## src/sv/xxh_pkg.sv

```systemverilog
`default_nettype none
package xxh_pkg;

  localparam logic [63:0] P64_1 = 64'h9E3779B185EBCA87;
  localparam logic [63:0] P64_2 = 64'hC2B2AE3D27D4EB4F;
  localparam logic [63:0] P64_3 = 64'h165667B19E3779F9;
  localparam logic [63:0] P64_4 = 64'h85EBCA77C2B2AE63;
  localparam logic [63:0] P64_5 = 64'h27D4EB2F165667C5;

  localparam logic [3:0] FULL_BYTES = 4'd8;
  localparam logic [3:0] HALF_BYTES = 4'd4;
  localparam logic [1:0] STRIPE_SLOTS = 2'd3;
  localparam logic [1:0] LAST_LANE = 2'd3;

  // multiplier operand a
  localparam logic [2:0] A_BUF  = 3'd0;
  localparam logic [2:0] A_W    = 3'd1;
  localparam logic [2:0] A_LANE = 3'd2;
  localparam logic [2:0] A_W32  = 3'd3;
  localparam logic [2:0] A_BYTE = 3'd4;
  localparam logic [2:0] A_T    = 3'd5;
  localparam logic [2:0] A_H    = 3'd6;

  // multiplier operand b
  localparam logic [1:0] B_P1 = 2'd0;
  localparam logic [1:0] B_P2 = 2'd1;
  localparam logic [1:0] B_P3 = 2'd2;
  localparam logic [1:0] B_P5 = 2'd3;

  // accumulator operations
  localparam logic [3:0] H_NOP   = 4'd0;
  localparam logic [3:0] H_CLR   = 4'd1;
  localparam logic [3:0] H_SEED  = 4'd2;
  localparam logic [3:0] H_CONV  = 4'd3;
  localparam logic [3:0] H_LEN   = 4'd4;
  localparam logic [3:0] H_XORP  = 4'd5;
  localparam logic [3:0] H_P     = 4'd6;
  localparam logic [3:0] H_PP3   = 4'd7;
  localparam logic [3:0] H_PP4   = 4'd8;
  localparam logic [3:0] H_SHX33 = 4'd9;
  localparam logic [3:0] H_PSX29 = 4'd10;

  // temporary register operations
  localparam logic [2:0] T_NOP   = 3'd0;
  localparam logic [2:0] T_LANEP = 3'd1;
  localparam logic [2:0] T_P31   = 3'd2;
  localparam logic [2:0] T_H27   = 3'd3;
  localparam logic [2:0] T_H23   = 3'd4;
  localparam logic [2:0] T_H11   = 3'd5;

  typedef struct packed {
    logic       cap;
    logic       tot8;
    logic       len_ld;
    logic       buf_wr;
    logic       lane_seed;
    logic       lane_wr;
    logic       stripe_done;
    logic       bc_clr;
    logic       msg_done;
    logic       out_ld;
    logic       mul_start;
    logic [2:0] mul_a;
    logic [1:0] mul_b;
    logic [1:0] idx;
    logic [2:0] bidx;
    logic [3:0] h_op;
    logic [2:0] t_op;
  } ctl_t;

  typedef struct packed {
    logic       last;
    logic [3:0] bc;
    logic [1:0] slot;
    logic       seen;
    logic       mul_done;
    logic       out_busy;
  } sts_t;

  function automatic logic [63:0] rol64(input logic [63:0] v, input int n);
    rol64 = (v << n) | (v >> (64 - n));
  endfunction

endpackage
`default_nettype wire

```

## src/sv/xxh_ctrl.sv

```systemverilog
`default_nettype none
module xxh_ctrl
  import xxh_pkg::*;
(
  input  wire logic clk,
  input  wire logic rst,
  input  wire logic in_valid,
  output logic      in_ready,
  input  wire sts_t sts,
  output ctl_t      ctl
);

  localparam logic [5:0] S_IDLE    = 6'd0;
  localparam logic [5:0] S_DECODE  = 6'd1;
  localparam logic [5:0] S_ST_INIT = 6'd2;
  localparam logic [5:0] S_LR_M1   = 6'd3;
  localparam logic [5:0] S_LR_T    = 6'd4;
  localparam logic [5:0] S_LR_M2   = 6'd5;
  localparam logic [5:0] S_LR_W    = 6'd6;
  localparam logic [5:0] S_HSTART  = 6'd7;
  localparam logic [5:0] S_CONV    = 6'd8;
  localparam logic [5:0] S_RD_M1   = 6'd9;
  localparam logic [5:0] S_RD_T    = 6'd10;
  localparam logic [5:0] S_RD_M2   = 6'd11;
  localparam logic [5:0] S_RD_X    = 6'd12;
  localparam logic [5:0] S_RD_R    = 6'd13;
  localparam logic [5:0] S_RD_M3   = 6'd14;
  localparam logic [5:0] S_RD_A    = 6'd15;
  localparam logic [5:0] S_HLEN    = 6'd16;
  localparam logic [5:0] S_TW_CHK  = 6'd17;
  localparam logic [5:0] S_Q_CHK   = 6'd18;
  localparam logic [5:0] S_Q_X     = 6'd19;
  localparam logic [5:0] S_Q_R     = 6'd20;
  localparam logic [5:0] S_Q_M2    = 6'd21;
  localparam logic [5:0] S_Q_A     = 6'd22;
  localparam logic [5:0] S_B_CHK   = 6'd23;
  localparam logic [5:0] S_B_X     = 6'd24;
  localparam logic [5:0] S_B_R     = 6'd25;
  localparam logic [5:0] S_B_M2    = 6'd26;
  localparam logic [5:0] S_B_A     = 6'd27;
  localparam logic [5:0] S_F1      = 6'd28;
  localparam logic [5:0] S_F2      = 6'd29;
  localparam logic [5:0] S_F3      = 6'd30;
  localparam logic [5:0] S_F4      = 6'd31;
  localparam logic [5:0] S_F5      = 6'd32;
  localparam logic [5:0] S_MULW    = 6'd33;

  logic [5:0] state;
  logic [5:0] state_next;
  logic [5:0] ret;
  logic [5:0] ret_next;
  logic [1:0] k;
  logic [1:0] k_next;
  logic [3:0] bi;
  logic [3:0] bi_next;
  logic       merge;
  logic       merge_next;
  logic       tw_cur;
  logic       tw_cur_next;
  logic       eat_last;
  logic       eat_last_next;

  assign in_ready = (state == S_IDLE);

  always_comb begin
    state_next    = state;
    ret_next      = ret;
    k_next        = k;
    bi_next       = bi;
    merge_next    = merge;
    tw_cur_next   = tw_cur;
    eat_last_next = eat_last;
    ctl           = '0;
    ctl.idx       = k;
    ctl.bidx      = bi[2:0];
    ctl.h_op      = H_NOP;
    ctl.t_op      = T_NOP;
    unique case (state)
      S_IDLE: begin
        if (in_valid) begin
          ctl.cap    = 1'b1;
          state_next = S_DECODE;
        end
      end
      S_DECODE: begin
        if (!sts.last) begin
          ctl.tot8 = 1'b1;
          if (sts.slot == STRIPE_SLOTS) begin
            eat_last_next = 1'b0;
            state_next    = S_ST_INIT;
          end else begin
            ctl.buf_wr = 1'b1;
            state_next = S_IDLE;
          end
        end else begin
          ctl.len_ld = 1'b1;
          if (sts.bc == FULL_BYTES && sts.slot == STRIPE_SLOTS) begin
            eat_last_next = 1'b1;
            state_next    = S_ST_INIT;
          end else begin
            state_next = S_HSTART;
          end
        end
      end
      S_ST_INIT: begin
        ctl.lane_seed = !sts.seen;
        k_next        = 2'd0;
        state_next    = S_LR_M1;
      end
      S_LR_M1: begin
        ctl.mul_start = 1'b1;
        ctl.mul_a     = (k == LAST_LANE) ? A_W : A_BUF;
        ctl.mul_b     = B_P2;
        ret_next      = S_LR_T;
        state_next    = S_MULW;
      end
      S_LR_T: begin
        ctl.t_op   = T_LANEP;
        state_next = S_LR_M2;
      end
      S_LR_M2: begin
        ctl.mul_start = 1'b1;
        ctl.mul_a     = A_T;
        ctl.mul_b     = B_P1;
        ret_next      = S_LR_W;
        state_next    = S_MULW;
      end
      S_LR_W: begin
        ctl.lane_wr = 1'b1;
        if (k == LAST_LANE) begin
          ctl.stripe_done = 1'b1;
          if (eat_last) begin
            // the last word went into the stripe, nothing left of it
            ctl.bc_clr = 1'b1;
            state_next = S_HSTART;
          end else begin
            state_next = S_IDLE;
          end
        end else begin
          k_next     = k + 2'd1;
          state_next = S_LR_M1;
        end
      end
      S_HSTART: begin
        if (sts.seen) begin
          ctl.h_op   = H_CLR;
          k_next     = 2'd0;
          state_next = S_CONV;
        end else begin
          ctl.h_op   = H_SEED;
          state_next = S_HLEN;
        end
      end
      S_CONV: begin
        ctl.h_op = H_CONV;
        if (k == LAST_LANE) begin
          k_next     = 2'd0;
          merge_next = 1'b1;
          state_next = S_RD_M1;
        end else begin
          k_next = k + 2'd1;
        end
      end
      S_RD_M1: begin
        ctl.mul_start = 1'b1;
        if (merge) begin
          ctl.mul_a = A_LANE;
        end else begin
          ctl.mul_a = tw_cur ? A_W : A_BUF;
        end
        ctl.mul_b  = B_P2;
        ret_next   = S_RD_T;
        state_next = S_MULW;
      end
      S_RD_T: begin
        ctl.t_op   = T_P31;
        state_next = S_RD_M2;
      end
      S_RD_M2: begin
        ctl.mul_start = 1'b1;
        ctl.mul_a     = A_T;
        ctl.mul_b     = B_P1;
        ret_next      = S_RD_X;
        state_next    = S_MULW;
      end
      S_RD_X: begin
        ctl.h_op   = H_XORP;
        state_next = S_RD_R;
      end
      S_RD_R: begin
        if (merge) begin
          ctl.mul_start = 1'b1;
          ctl.mul_a     = A_H;
          ctl.mul_b     = B_P1;
          ret_next      = S_RD_A;
          state_next    = S_MULW;
        end else begin
          ctl.t_op   = T_H27;
          state_next = S_RD_M3;
        end
      end
      S_RD_M3: begin
        ctl.mul_start = 1'b1;
        ctl.mul_a     = A_T;
        ctl.mul_b     = B_P1;
        ret_next      = S_RD_A;
        state_next    = S_MULW;
      end
      S_RD_A: begin
        ctl.h_op = H_PP4;
        if (merge) begin
          if (k == LAST_LANE) begin
            state_next = S_HLEN;
          end else begin
            k_next     = k + 2'd1;
            state_next = S_RD_M1;
          end
        end else if (tw_cur) begin
          state_next = S_F1;
        end else begin
          k_next     = k + 2'd1;
          state_next = S_TW_CHK;
        end
      end
      S_HLEN: begin
        ctl.h_op    = H_LEN;
        k_next      = 2'd0;
        merge_next  = 1'b0;
        tw_cur_next = 1'b0;
        state_next  = S_TW_CHK;
      end
      S_TW_CHK: begin
        if (k < sts.slot) begin
          tw_cur_next = 1'b0;
          state_next  = S_RD_M1;
        end else if (sts.bc == FULL_BYTES) begin
          tw_cur_next = 1'b1;
          state_next  = S_RD_M1;
        end else begin
          state_next = S_Q_CHK;
        end
      end
      S_Q_CHK: begin
        if (sts.bc >= HALF_BYTES) begin
          ctl.mul_start = 1'b1;
          ctl.mul_a     = A_W32;
          ctl.mul_b     = B_P1;
          ret_next      = S_Q_X;
          state_next    = S_MULW;
        end else begin
          bi_next    = 4'd0;
          state_next = S_B_CHK;
        end
      end
      S_Q_X: begin
        ctl.h_op   = H_XORP;
        state_next = S_Q_R;
      end
      S_Q_R: begin
        ctl.t_op   = T_H23;
        state_next = S_Q_M2;
      end
      S_Q_M2: begin
        ctl.mul_start = 1'b1;
        ctl.mul_a     = A_T;
        ctl.mul_b     = B_P2;
        ret_next      = S_Q_A;
        state_next    = S_MULW;
      end
      S_Q_A: begin
        ctl.h_op   = H_PP3;
        bi_next    = HALF_BYTES;
        state_next = S_B_CHK;
      end
      S_B_CHK: begin
        if (bi < sts.bc) begin
          ctl.mul_start = 1'b1;
          ctl.mul_a     = A_BYTE;
          ctl.mul_b     = B_P5;
          ret_next      = S_B_X;
          state_next    = S_MULW;
        end else begin
          state_next = S_F1;
        end
      end
      S_B_X: begin
        ctl.h_op   = H_XORP;
        state_next = S_B_R;
      end
      S_B_R: begin
        ctl.t_op   = T_H11;
        state_next = S_B_M2;
      end
      S_B_M2: begin
        ctl.mul_start = 1'b1;
        ctl.mul_a     = A_T;
        ctl.mul_b     = B_P1;
        ret_next      = S_B_A;
        state_next    = S_MULW;
      end
      S_B_A: begin
        ctl.h_op   = H_P;
        bi_next    = bi + 4'd1;
        state_next = S_B_CHK;
      end
      S_F1: begin
        ctl.h_op   = H_SHX33;
        state_next = S_F2;
      end
      S_F2: begin
        ctl.mul_start = 1'b1;
        ctl.mul_a     = A_H;
        ctl.mul_b     = B_P2;
        ret_next      = S_F3;
        state_next    = S_MULW;
      end
      S_F3: begin
        ctl.h_op   = H_PSX29;
        state_next = S_F4;
      end
      S_F4: begin
        ctl.mul_start = 1'b1;
        ctl.mul_a     = A_H;
        ctl.mul_b     = B_P3;
        ret_next      = S_F5;
        state_next    = S_MULW;
      end
      S_F5: begin
        // hold until the previous hash has been taken
        if (!sts.out_busy) begin
          ctl.out_ld   = 1'b1;
          ctl.msg_done = 1'b1;
          state_next   = S_IDLE;
        end
      end
      S_MULW: begin
        if (sts.mul_done) begin
          state_next = ret;
        end
      end
      default: begin
        state_next = S_IDLE;
      end
    endcase
  end

  always_ff @(posedge clk) begin
    if (rst) begin
      state    <= S_IDLE;
      ret      <= S_IDLE;
      k        <= 2'd0;
      bi       <= 4'd0;
      merge    <= 1'b0;
      tw_cur   <= 1'b0;
      eat_last <= 1'b0;
    end else begin
      state    <= state_next;
      ret      <= ret_next;
      k        <= k_next;
      bi       <= bi_next;
      merge    <= merge_next;
      tw_cur   <= tw_cur_next;
      eat_last <= eat_last_next;
    end
  end

`ifndef SYNTHESIS
  a_mul_return: assert property (@(posedge clk) disable iff (rst)
    (state == S_MULW && sts.mul_done) |=> state == $past(ret))
    else $error("sequencer did not resume after multiply");
  a_mul_wait: assert property (@(posedge clk) disable iff (rst)
    ctl.mul_start |=> state == S_MULW)
    else $error("multiply issued without waiting");
  a_cap_idle: assert property (@(posedge clk) disable iff (rst)
    ctl.cap |=> state == S_DECODE)
    else $error("input captured outside idle");
`endif

endmodule
`default_nettype wire

```

## config.mk

```make
export PLATFORM = sky130hd
export DESIGN_NAME = xxh_ctrl
export DESIGN_NICKNAME = d
export VERILOG_FILES = /design/src/sv/xxh_pkg.sv /design/src/sv/xxh_ctrl.sv
export SDC_FILE = /design/constraint.sdc
export NUM_CORES = 1
export LEC_CHECK = 0
export ABC_AREA = 1
export BUFFER_PORTS_ARGS = -buffer_cell sky130_fd_sc_hd__buf_2
export CORE_ASPECT_RATIO = 0.9
export CORE_UTILIZATION = 55
export DETAILED_ROUTE_END_ITERATION = 10
export PLACE_DENSITY_LB_ADDON = 0.08
export REMOVE_ABC_BUFFERS = 1
export SLEW_MARGIN = 15
export SYNTH_ARGS = -nofsm -noshare
export SYNTH_HDL_FRONTEND = slang
export SYNTH_SLANG_ARGS = --single-unit
```

## constraint.sdc

```tcl
create_clock -name clk -period 3.8 [get_ports clk]
set_input_delay 0.76 -clock clk [delete_from_list [all_inputs] [get_ports clk]]
set_output_delay 0.76 -clock clk [all_outputs]
set_load 0.01 [all_outputs]
```

==> flow_summary.ini <==
[run_status]
status = finished clean

[drt]
drt_iter0_markers = 258
dr.pass1.iters = 5
wl_mm = 6.526
ant_nets = 0
post_drt_wl_per_cell_um = 14.25
vias = 2557
vias_per_cell = 5.583
drc_errors = 0

[min_path]
hold_class = flop to flop
whs_path_depth = 2

[die]
start_util = 0.5765
io_pins = 42
die_w_um = 67.92
core_sq_um = 3731
die_h_um = 61.33
die_area_sq_um = 4165
row_count = 21

[global_routing]
grt_pass1_vias = 2057
grt_max_degree = 18
antenna_found_initial = 0
grt_pass1_wl_mm = 9.763
track_usage = 0.3220
grt_overflow = 0

[setup_path]
r2r_cells = 9
crit_slowest_cell = ha_1
critical_path.max_stage_delay_ns = 0.30
required_ns = 3.04
cp_max_fo = 9
r2r_slack_ns = 1.69
worst_setup_path_start_kind = primary input
end_kind = output pin
arrival_ns = 2.07
crit_type = primary input to output pin
path_cells = buf_2 -> inv_1 -> ha_1 -> a21oi_1 -> nand3_4 -> nand2_2 -> nor2_4 -> nand3_4 -> buf_2

[sta]
final.period_utilization = 0.7454
max_slew.worst_pin.slew_ns = 0.5346
final-setup-viol-count = 0
maxSlewViolCount = 0
fin_crit_ns = 2.833
relSlewSlack = 0.6432
max_freq_mhz = 353.0
fin_tns_setup_ns = 0
rsz0062_at_grt = no
fin_skew_ns = 0.003844
whs_ns = 0.4859
hold_violations = 0

[clock_network]
cts_buffers = 3
clock_latency_ns = 0.27
cts_setup_buffers = 0
clockRootBuffer = clkbuf_8
h-tree-depth = 1
clockBufferDepth = 2
clkSinkCount = 21
clk_pin_slew_worst_paths_ns = 0.09
cts_tree = yes
cts_hold_buffers = 0
post_cts_resized = 0

[synth]
synth_top_cell_area_share = 0.1955
yosysWarningCount = 0
synth_seq_area_share = 0.1955
synth_commonest_cells = nand2_1 (100), nor2_1 (57), inv_1 (50)
syn_area_sq_um = 2151
synthFlopType = dfxtp_1
yosysMostFrequentCell = nand2_1
yosysTopAreaCell = dfxtp_1
synth.area.top_cells = dfxtp_1 (20%), nand2_1 (17%), nor2_1 (9.9%)
syn_inst = 376
synth_cell_types = 29
syn_avg_cell_area_sq_um = 5.720
ys_ff_latch = 21
synth_edf_count = 0
async_flop_share = 0

[power_and_ir_drop]
p_seq_frac = 0.378
combPwrFrac = 0.382
intPower_mw = 0.3954
p_leak_nw = 1.485
power_mw = 0.6798
swShare = 0.4184
clockPowerShare = 0.240
p_sw_mw = 0.2844
ir_drop_mv = 0.1273
power-per-cell-area_nw_per_um2 = 283.1

[layout]
drive_gt1_frac = 0.1869
fin_cells = 458
n_antenna_cell = 0
fillerInstances = 384
multi_input_area_sq_um = 1444
nNetsFinal = 434
seq_area_sq_um = 420.4
fin_util = 0.6435
area_growth_pct = 11.63

[place]
gp_congestion = 1.060
dp.cells = 454
hpwl_mm = 5.241
numPortBuffers = 41

[job]
cap_violations = 0
per-layer routing:
metal  routed length, um  global-route usage  share of wire  vias up
li1                    -                   -              -     1270
met1                3055              0.4638           0.47     1141
met2                2815              0.4979           0.43      129
met3                 508             0.04259          0.078       17
met4                 146             0.09821          0.022        0
met5                   0                   0              0        -
area by class of cell:
cell class                      instances  share of cell area
Sequential cell                        21              0.1751
Clock buffer                            3             0.01720
Clock inverter                          1            0.003127
Timing Repair Buffer                   42             0.08859
Multi-Input combinational cell        287              0.6014
Tap cell                               46             0.02397
Inverter                               58             0.09067
flip-flops by register name, summed over array words and instances (netlist names):
signal and flops:
state 6, bi 4, tw_cur 1, eat_last 1
merge 1, k 2, ret 6
critical path: cells and delay by family:
kind / cells / cell delay, ns
AOI/OAI and AO/OA: 1 / 0.30
adders and majority gates: 1 / 0.30
buffers and inverters: 3 / 0.32
and+or+nand+nor: 4 / 0.39
metrics by stage:
| stage | cell area [sq um] | worst slack (ns) |
|---|---|---|
| final | 2401 | 0.9673 |
| after global routing | 2401 | 0.8577 |
| after CTS | 2401 | 0.9645 |
| after detailed placement | 2352 | 0.9655 |
| after global placement | 2352 | 1.031 |
| after floorplan | 2082 | 1.346 |
kinds of logic (layout without fill, tap and decap cells):
| kind of cell | Yosys count | count (layout) | share of synthesized area |
|---|---|---|---|
| and+or+nand+nor | 240 | 240 | 0.5224 |
| buffers and inverters | 68 | 104 | 0.1332 |
| AOI/OAI and AO/OA | 37 | 37 | 0.09424 |
| DFF | 21 | 21 | 0.1955 |
| adders and majority gates | 8 | 8 | 0.04654 |
| xor gates and xnor gates | 2 | 2 | 0.008146 |
power groups by stage:
stage               Combinational, mW  Clock (mW)  Sequential [mW]
global placement                0.253           0            0.261
detailed placement              0.257           0            0.262
finish                          0.260       0.163            0.257
CTS                             0.257       0.165            0.257
global route                    0.292       0.173            0.260
floorplan                       0.177           0            0.260
cell usage in the layout (no fill, tap or decap), types with 4 or more instances in the layout:
master and n:
inv_2 8, nand2_2 4, a21oi_1 14, nor3_1 8
nor2_2 4, nor2_4 7, nand4_1 8, ha_1 8
nand3_1 42, buf_2 41, nand2_1 100, inv_1 50
dfxtp_1 21, o21ai_1 5, nand3_2 4, o21ai_0 11
nor2_1 57
worst paths after layout:
kind                                 end      from
worst min-delay path              ret[3]    ret[3]
worst max-delay path             ctl[17]    sts[8]
worst max register to register  state[0]  state[5]
worst min register to register    ret[3]    ret[3]
Note: power is estimated with default switching activity, not from simulation.
